==> config.mk <==
export PLATFORM = sky130hd
export DESIGN_NAME = kls_cell
export DESIGN_NICKNAME = d
export VERILOG_FILES = /design/src/rtl/kls_pkg.sv /design/src/rtl/kls_cell.sv
export SDC_FILE = /design/constraint.sdc
export NUM_CORES = 1
export LEC_CHECK = 0
export ABC_AREA = 1
export BUFFER_PORTS_ARGS = -buffer_cell sky130_fd_sc_hd__buf_2
export CORE_ASPECT_RATIO = 0.5
export CORE_MARGIN = 3
export CORE_UTILIZATION = 41
export CTS_BUF_LIST = sky130_fd_sc_hd__clkbuf_4
export CTS_CLUSTER_DIAMETER = 60
export DETAILED_ROUTE_END_ITERATION = 12
export PLACE_DENSITY = 0.8
export SLEW_MARGIN = 0
export SYNTH_ARGS = -nofsm -noshare
export SYNTH_HDL_FRONTEND = slang
export SYNTH_SLANG_ARGS = --single-unit
==> constraint.sdc <==
create_clock -name clk_i -period 3.4 [get_ports clk_i]
set_input_delay 0 -clock clk_i [delete_from_list [all_inputs] [get_ports clk_i]]
set_output_delay 0 -clock clk_i [all_outputs]
set_load 0.02 [all_outputs]
==> src/rtl/kls_pkg.sv <==
package kls_pkg;

  localparam int unsigned MAX_RANK = 64;
  localparam int unsigned RANK_W   = $clog2(MAX_RANK + 1);
  localparam int unsigned IDX_W    = (MAX_RANK > 1) ? $clog2(MAX_RANK) : 1;
  localparam int unsigned VALUE_W  = 32;
  localparam int unsigned CFG_W    = 7;

  typedef enum logic {
    KIND_PRELOAD = 1'b0,
    KIND_ADD     = 1'b1
  } kind_e;

  // what one cell hands to the next one down the chain
  typedef struct packed {
    logic                      valid;
    logic                      ge;
    logic signed [VALUE_W-1:0] value;
  } kls_link_t;

endpackage

==> src/rtl/kls_cell.sv <==
module kls_cell
  import kls_pkg::*;
(
  input  logic                      clk_i,
  input  logic                      rst_ni,
  input  logic                      load_i,
  input  logic                      in_range_i,
  input  logic signed [VALUE_W-1:0] value_i,
  input  kls_link_t                 prev_i,
  output kls_link_t                 link_o
);

  logic                      vld_q, vld_d;
  logic signed [VALUE_W-1:0] val_q, val_d;
  logic                      ge;

  assign ge = vld_q && in_range_i && (val_q >= value_i);

  always_comb begin
    vld_d = vld_q;
    val_d = val_q;
    if (load_i) begin
      vld_d = in_range_i && (vld_q || prev_i.valid);
      if (!ge) begin
        val_d = prev_i.ge ? value_i : prev_i.value;
      end
    end
  end

  always_ff @(posedge clk_i or negedge rst_ni) begin
    if (!rst_ni) begin
      vld_q <= 1'b0;
    end else begin
      vld_q <= vld_d;
    end
  end

  always_ff @(posedge clk_i) begin
    val_q <= val_d;
  end

  assign link_o.valid = vld_q;
  assign link_o.ge    = ge;
  assign link_o.value = val_q;

endmodule

==> metrics.md, run 1 <==
| Metric | Value |
|---|---|
| Die X | 111 µm |
| Final core occ | 63.0% |
| Hold EP | val_q[17]$_DFFE_PP_ |
| Iteration-0 DRC Markers | 102 |
| Drt wl/cell | 12.2 µm |
| Final hold violation count | 0 |
| Hpwl dp | 4210 µm |
| Launch point of the worst reg-to-reg path | val_q[5]$_DFFE_PP_ |
| I/O pin cnt | 104 |
| Sequential cell area | 986 µm² |
| Crit path DAT | 2.65 ns |
| Post-synth top area cell | edfxtp_1 |
| CTS max path bufs | 2 |
| Post-route ant nets | 0 |
| Peak supply drop | 0.144 mV |
| First-pass GRT wire length | 9420 µm |
| Post-Syn Instances | 261 |
| Netlist cell types | 25 |
| Met3 wire length | 289 µm |
| Slew @ Worst Pin | 1.02 ns |
| MaxCap Viol Count | 0 |
| CP Launch Type | register |
| Ranking of synthesized cells by area | edfxtp_1 43%, ha_1 18%, a21oi_1 9.8% |
| Clock skew | 0.00788 ns |
| Commonest non-fill, non-tap cell in the layout | buf_2 |
| WHS | 0.00481 ns |
| Syn avg cell area | 8.64 µm² |
| DRC viols | 0 |
| Vias | 2,205 |
| TritonRoute pass-1 iters | 6 |
| TritonCTS clock tree | yes |
| Status | finished, final reports clean |
| Max Used Layer | met4 |
| Static Leak | 0.00166 µW |
| Vias in the first global route | 2,254 |
| Hold path startpoint | prev_i[17] |
| Final period utilization | 77.2% |
| N_diodes | 0 |
| Worst r2r path cells | 13 |
| Reg2reg end | val_q[27]$_DFFE_PP_ |
| Hold crit path type | in2reg |
| Vias per cell | 4.72 |
| Synth Net Count | 363 |
| Final GP Congestion | 0.809 |
| Sum Neg Setup Slack | 0 ns |
| Num Clock Sinks | 33 |
| Critical path endpoint category | register |
| Die area | 0.00648 mm² |
| Ys Warns | 0 |
| Post-Route M1 WL | 2340 µm |
| Minimum clock period | 2.62 ns |
| Rel. slew slack | 32.1% |
| Register clock-pin slew on the reported worst setup and hold paths | 0.10 ns |
| H-tree levels | 2 |
| Largest net degree at the start of global routing | 64 |
| WHS Path Cells | 3 |
| Initial antenna violation count | 0 |
| Most frequent cells in the layout | 103 x buf_2, 44 x inv_1, 44 x a21oi_1, 39 x nor2_1, 39 x nand2_1 |
| Part of the Yosys area used for sequential elements | 43.7% |
| Met2 WL | 2970 µm |
| Nets | 498 |
| Initial Utilization | 44.1% |
| Worst setup startpoint | val_q[5]$_DFFE_PP_ |
| Root Buffer | clkbuf_4 |
| Kind of critical path | reg2reg |
| Core area | 0.00511 mm² |
| Unrepaired setup endpoints after global routing | false |
| GR Util All Layers | 17.7% |
| Total gr overflow | 0 |
| Max Clock Freq | 0.381 GHz |
| Synth Register Bits | 33 |
| Mapped Area | 0.00225 mm² |
| Slack of the worst reg-to-reg path | 0.78 ns |
| Die height | 58.4 µm |
| Clock latency on the worst-skew pair | 0.34 ns |
| CP max FO | 22 |
| FP Rows | 18 |
| Multi-input logic area | 0.00106 mm² |
| Final wirelength | 5700 µm |
| Area grow syn2layout | 42.8% |
| IO buf count | 103 |
| Fill count | 389 |
| Layout cells sized above 1 | 30.5% |
| Pwr/cell area | 332 mW/mm² |
| Post-synth top area share | 42.6% |
| Final setup vio count | 0 |
| CTS buffer count | 5 |
| Critical Path RT | 3.42 ns |
| Final slew viol count | 0 |
[how the worst max path moves through the flow]
| stage | endpoint | depth (start not counted) |
|---|---|---|
| 6_report | val_q[27]$_DFFE_PP_ | 13 |
| 5_1_grt | val_q[22]$_DFFE_PP_ | 13 |
| 4_1_cts | val_q[27]$_DFFE_PP_ | 13 |
| 3_5_place_dp | val_q[27]$_DFFE_PP_ | 12 |
| 3_3_place_gp | val_q[22]$_DFFE_PP_ | 10 |
| 2_1_floorplan | val_q[0]$_DFFE_PP_ | 11 |
[final cells by class]
cell class / instances / area share (%)
repair buffers: 137 / 26.5
flip-flops and latches: 33 / 30.6
well taps: 70 / 2.72
inverters: 45 / 5.24
multi-input cells: 174 / 33.1
clock buffers: 8 / 1.86
[kinds of logic after synthesis]
family	after synthesis	synth area share, %
DFF	33	43.7
buffers and inverters	54	9.38
muxes	1	0.499
AOI/OAI and AO/OA	53	12.6
adders and majority gates	32	17.8
and+or+nand+nor	88	16.0
[metrics by stage]
step / cell area, µm² / instances / setup WS, ns / power (µW)
floorplan: 2250 / 261 / 0.528 / 701
global placement: 2830 / 426 / 0.902 / 795
detailed placement: 2830 / 426 / 0.821 / 805
CTS: 3200 / 465 / 0.765 / 1070
global route: 3220 / 467 / 0.574 / 1140
finish: 3220 / 467 / 0.776 / 1070
[routing by layer]
layer  track usage, %  vias up
met3             3.90       11
met1             18.7     1004
li1                 -     1131
met2             35.9       59
met5                0        -
met4             5.79        0
[worst max-delay path, stage by stage, from the launching register on]
cell	delay, ns
edfxtp_1	0.41
ha_1	0.31
a21oi_1	0.20
nor2_1	0.06
nor2_1	0.09
nand2_1	0.06
nand2_1	0.05
nand2_1	0.07
nand2_2	0.08
nand2_1	0.05
nand2_1	0.08
nand3_1	0.11
a21oi_4	0.36
buf_4	0.37
[timing repair]
| item | CTS | global route |
|---|---|---|
| resized for setup | 0 | 0 |
| hold endpoints to repair | 28 | 2 |
| hold buffers | 31 | 2 |
| endpoints found under the setup margin | 0 | 0 |
| buffers inserted | 0 | 0 |
[state kept, by name, indices dropped and copies added (netlist names)]
register,flops
val_q,32
vld_q,1
[power breakdown]
group          switching [µW]  leakage [µW]  internal [µW]  total (µW)
registers                17.9      0.000318            489         507
logic                     181       0.00131            142         324
clock network             134     0.0000368            106         240
[Yosys cell counts]
cell      number
nand3_1        2
nand2_2        2
a31oi_1        1
nor2_2         2
nand2_1       39
buf_1          1
mux2_2         1
o21ai_0        2
a21oi_1       44
a21oi_2        2
edfxtp_1      32
nand4_1        2
o21bai_1       1
buf_4          2
nor2_1        39
ha_1          32
nand3_2        1
clkinv_1       1
nor2_4         1
inv_1         44
buf_2          1
dfrtp_1        1
o21a_1         2
a21o_1         1
clkbuf_1       5
Note: power is estimated with default switching activity, not from simulation.
==> run 2, diff against run 1 <==
PLACE_DENSITY = 0.82   (was 0.8)
clock period = 2.3 ns   (was 3.4 ns; I/O delays follow)
==> metrics.md, run 2 (same netlist as run 1, synthesis figures left out) <==
| Metric | Value |
|---|---|
| Slowest-stage cell, CP | edfxtp_1 |
| Nets | 513 (+3.0%) |
| Buf/Inv on CP | 3 (+2) |
| Kind of critical path | reg2reg |
| CTS max path bufs | 2 (unchanged) |
| Design area | 0.00357 mm² (+11%) |
| Clock power share | 19.2% (-3.2 points) |
| H-tree levels | 2 (unchanged) |
| Final slew viol count | 0 (unchanged) |
| Vias per cell | 5.18 (+9.7%) |
| Status | complete, but fails checks |
| Reg with most FFs | val_q |
| Minimum clock period | 2.45 ns (-0.177 ns) |
| I/O pin cnt | 104 (unchanged) |
| CP max FO | 7 (-68%) |
| Drt wl/cell | 16.3 µm (+33%) |
| Static Leak | 0.00175 µW (+5.4%) |
| Die area | 0.00648 mm² (unchanged) |
| Crit path DAT | 2.52 ns (-0.13 ns) |
| Register clock-pin slew on the reported worst setup and hold paths | 0.12 ns (+0.02 ns) |
| Initial Utilization | 44.1% (unchanged) |
| Largest net degree at the start of global routing | 37 (-42%) |
| Final setup vio count | 32 (+32) |
| Hpwl dp | 4320 µm (+2.5%) |
| Most common cell on crit path | nand3_2 |
| Clock latency on the worst-skew pair | 0.36 ns (+0.02 ns) |
| Vias in the first global route | 2,194 (-2.7%) |
| TritonRoute pass-1 iters | 9 (+3) |
| Final hold violation count | 4 (+4) |
| Die X | 111 µm (unchanged) |
| FP Rows | 18 (unchanged) |
| Max reg flops | 32 (unchanged) |
| Sum Neg Setup Slack | -3.85 ns (-3.85 ns) |
| First-pass GRT wire length | 9930 µm (+5.4%) |
| Slowest cell delay on critical path | 0.47 ns (+0.06 ns) |
| Max Clock Freq | 0.409 GHz (+7.2%) |
| Ordered cell list for the critical path | ha_4 -> nand2_1 -> nor2_2 -> nand2_2 -> inv_1 -> a21oi_2 -> buf_4 -> nand3_2 -> nand3_2 -> a21oi_4 -> clkbuf_16 |
| Final wirelength | 7850 µm (+38%) |
| Initial antenna violation count | 0 (unchanged) |
| Area post-placement | 0.00288 mm² (+1.6%) |
| NetSw | 589 µW (+77%) |
| Vias | 2,496 (+13%) |
| DRC viols | 0 (unchanged) |
| Slew @ Worst Pin | 0.525 ns (-0.493 ns) |
| Hold crit path type | in2reg |
| Total gr overflow | 0 (unchanged) |
| Layout cells sized above 1 | 37.6% (+7.1 points) |
| Pint | 1120 µW (+52%) |
| Root Buffer | clkbuf_4 |
| Final GP Congestion | 0.779 (-3.7%) |
| Unrepaired setup endpoints after global routing | true |
| MaxCap Viol Count | 0 (unchanged) |
| Num Clock Sinks | 33 (unchanged) |
| CP Launch Type | register |
| Pwr/cell area | 479 mW/mm² (+44%) |
| IO buf count | 103 (unchanged) |
| Switching Share | 34.5% (+3.4 points) |
| Iteration-0 DRC Markers | 158 (+55%) |
| Rel. slew slack | 65.0% (+33 points) |
| Critical Path RT | 2.38 ns (-1.04 ns) |
| N_diodes | 0 (unchanged) |
| Peak supply drop | 0.223 mV (+55%) |
| Violated checks | negative hold slack, negative setup slack |
| Post-route ant nets | 0 (unchanged) |
| Sequential share of power | 44.4% (-2.9 points) |
| Final period utilization | 106% (+29 points) |
| Worst setup margin | -0.147 ns (-0.923 ns) |
| CTS buffer count | 5 (unchanged) |
| Total power draw | 1710 µW (+60%) |
| Commonest non-fill, non-tap cell in the layout | buf_2 |
| Critical path endpoint category | register |
| Comb pwr share | 36.4% (+6.2 points) |
| Largest regs | val_q (32), vld_q (1) |
| Core area | 0.00511 mm² (unchanged) |
| WHS | -0.00782 ns (-0.0126 ns) |
| Clock skew | 0.0133 ns (+0.00545 ns) |
| Area grow syn2layout | 58.2% |
| Most frequent cells in the layout | 102 x buf_2, 44 x inv_1, 37 x nor2_1, 37 x a21oi_1, 37 x dlygate4sd3_1 |
| Die height | 58.4 µm (unchanged) |
| TritonCTS clock tree | yes |
| GR Util All Layers | 18.9% (+1.2 points) |
| CP delay by family, top | simple AND/OR/NAND/NOR gates |
==> run 2: cell count changes in the layout (fill, tap and decap cells not counted), sizes merged <==
cell,previous run,this run
clkinv,1,4
clkbuf,8,6
dlygate4sd3,33,37
buf,104,114
==> run 2: final timing paths <==
kind                       cells after the start                 from                  end  slack (ns)
max in group asynchronous                      3               rst_ni    vld_q$_DFFE_PN0P_        1.75
setup / recovery                              11  val_q[31]$_DFFE_PP_  val_q[19]$_DFFE_PP_       -0.15
hold reg to reg                                4    vld_q$_DFFE_PN0P_  val_q[30]$_DFFE_PP_        0.98
setup reg to reg                              11  val_q[31]$_DFFE_PP_  val_q[19]$_DFFE_PP_       -0.15
min in group asynchronous                      3               rst_ni    vld_q$_DFFE_PN0P_        0.46
hold / removal                                 3            prev_i[2]   val_q[2]$_DFFE_PP_      -0.008
==> run 2: final cells by class <==
| type | count | area, µm² |
|---|---|---|
| fillers | 334 | 1550 |
| multi-input cells | 174 | 1260 |
| repair buffers | 152 | 1020 |
| flip-flops and latches | 33 | 986 |
| inverters | 45 | 169 |
| well taps | 70 | 87.6 |
| clock buffers | 5 | 37.5 |
| clock inverters | 3 | 12.5 |
==> run 2: tightest hold or removal path, cell delays in order <==
cell and delay, ns:
buf_2 0.08, nor2_1 0.03, a21oi_1 0.11
==> run 2: power groups by stage <==
stage	Combinational [µW]	Sequential, µW	Clock, µW
floorplan	227	817	0
global placement	433	760	0
global route	670	763	349
detailed placement	444	762	0
CTS	499	749	322
finish	621	758	328
==> run 2: timing repair <==
action                                  4_1_cts  5_1_grt
endpoints found under the setup margin        0       33
hold buffers                                 37        0
resized for setup                             0       29
endpoints found under the hold margin        29        0
buffers inserted                              0        7
==> run 2: layer usage <==
metal  track usage, %  part of all wire, %
met1             22.2                   37
met2             36.1                   49
met3             2.98                  8.0
met4             7.02                  5.6
met5                0                    0
==> run 2: per-stage QoR <==
stage | hold slack (ns) | std cells | utilization, % | worst slack [ns]
floorplan | -0.296 | 261 | - | -0.187
global placement | -0.223 | 428 | 56.2 | 0.136
detailed placement | -0.222 | 428 | 56.2 | 0.108
CTS | 0.000410 | 473 | 64.5 | 0.0777
global route | 0.0123 | 482 | 69.8 | -0.214
finish | -0.00782 | 482 | 69.8 | -0.147
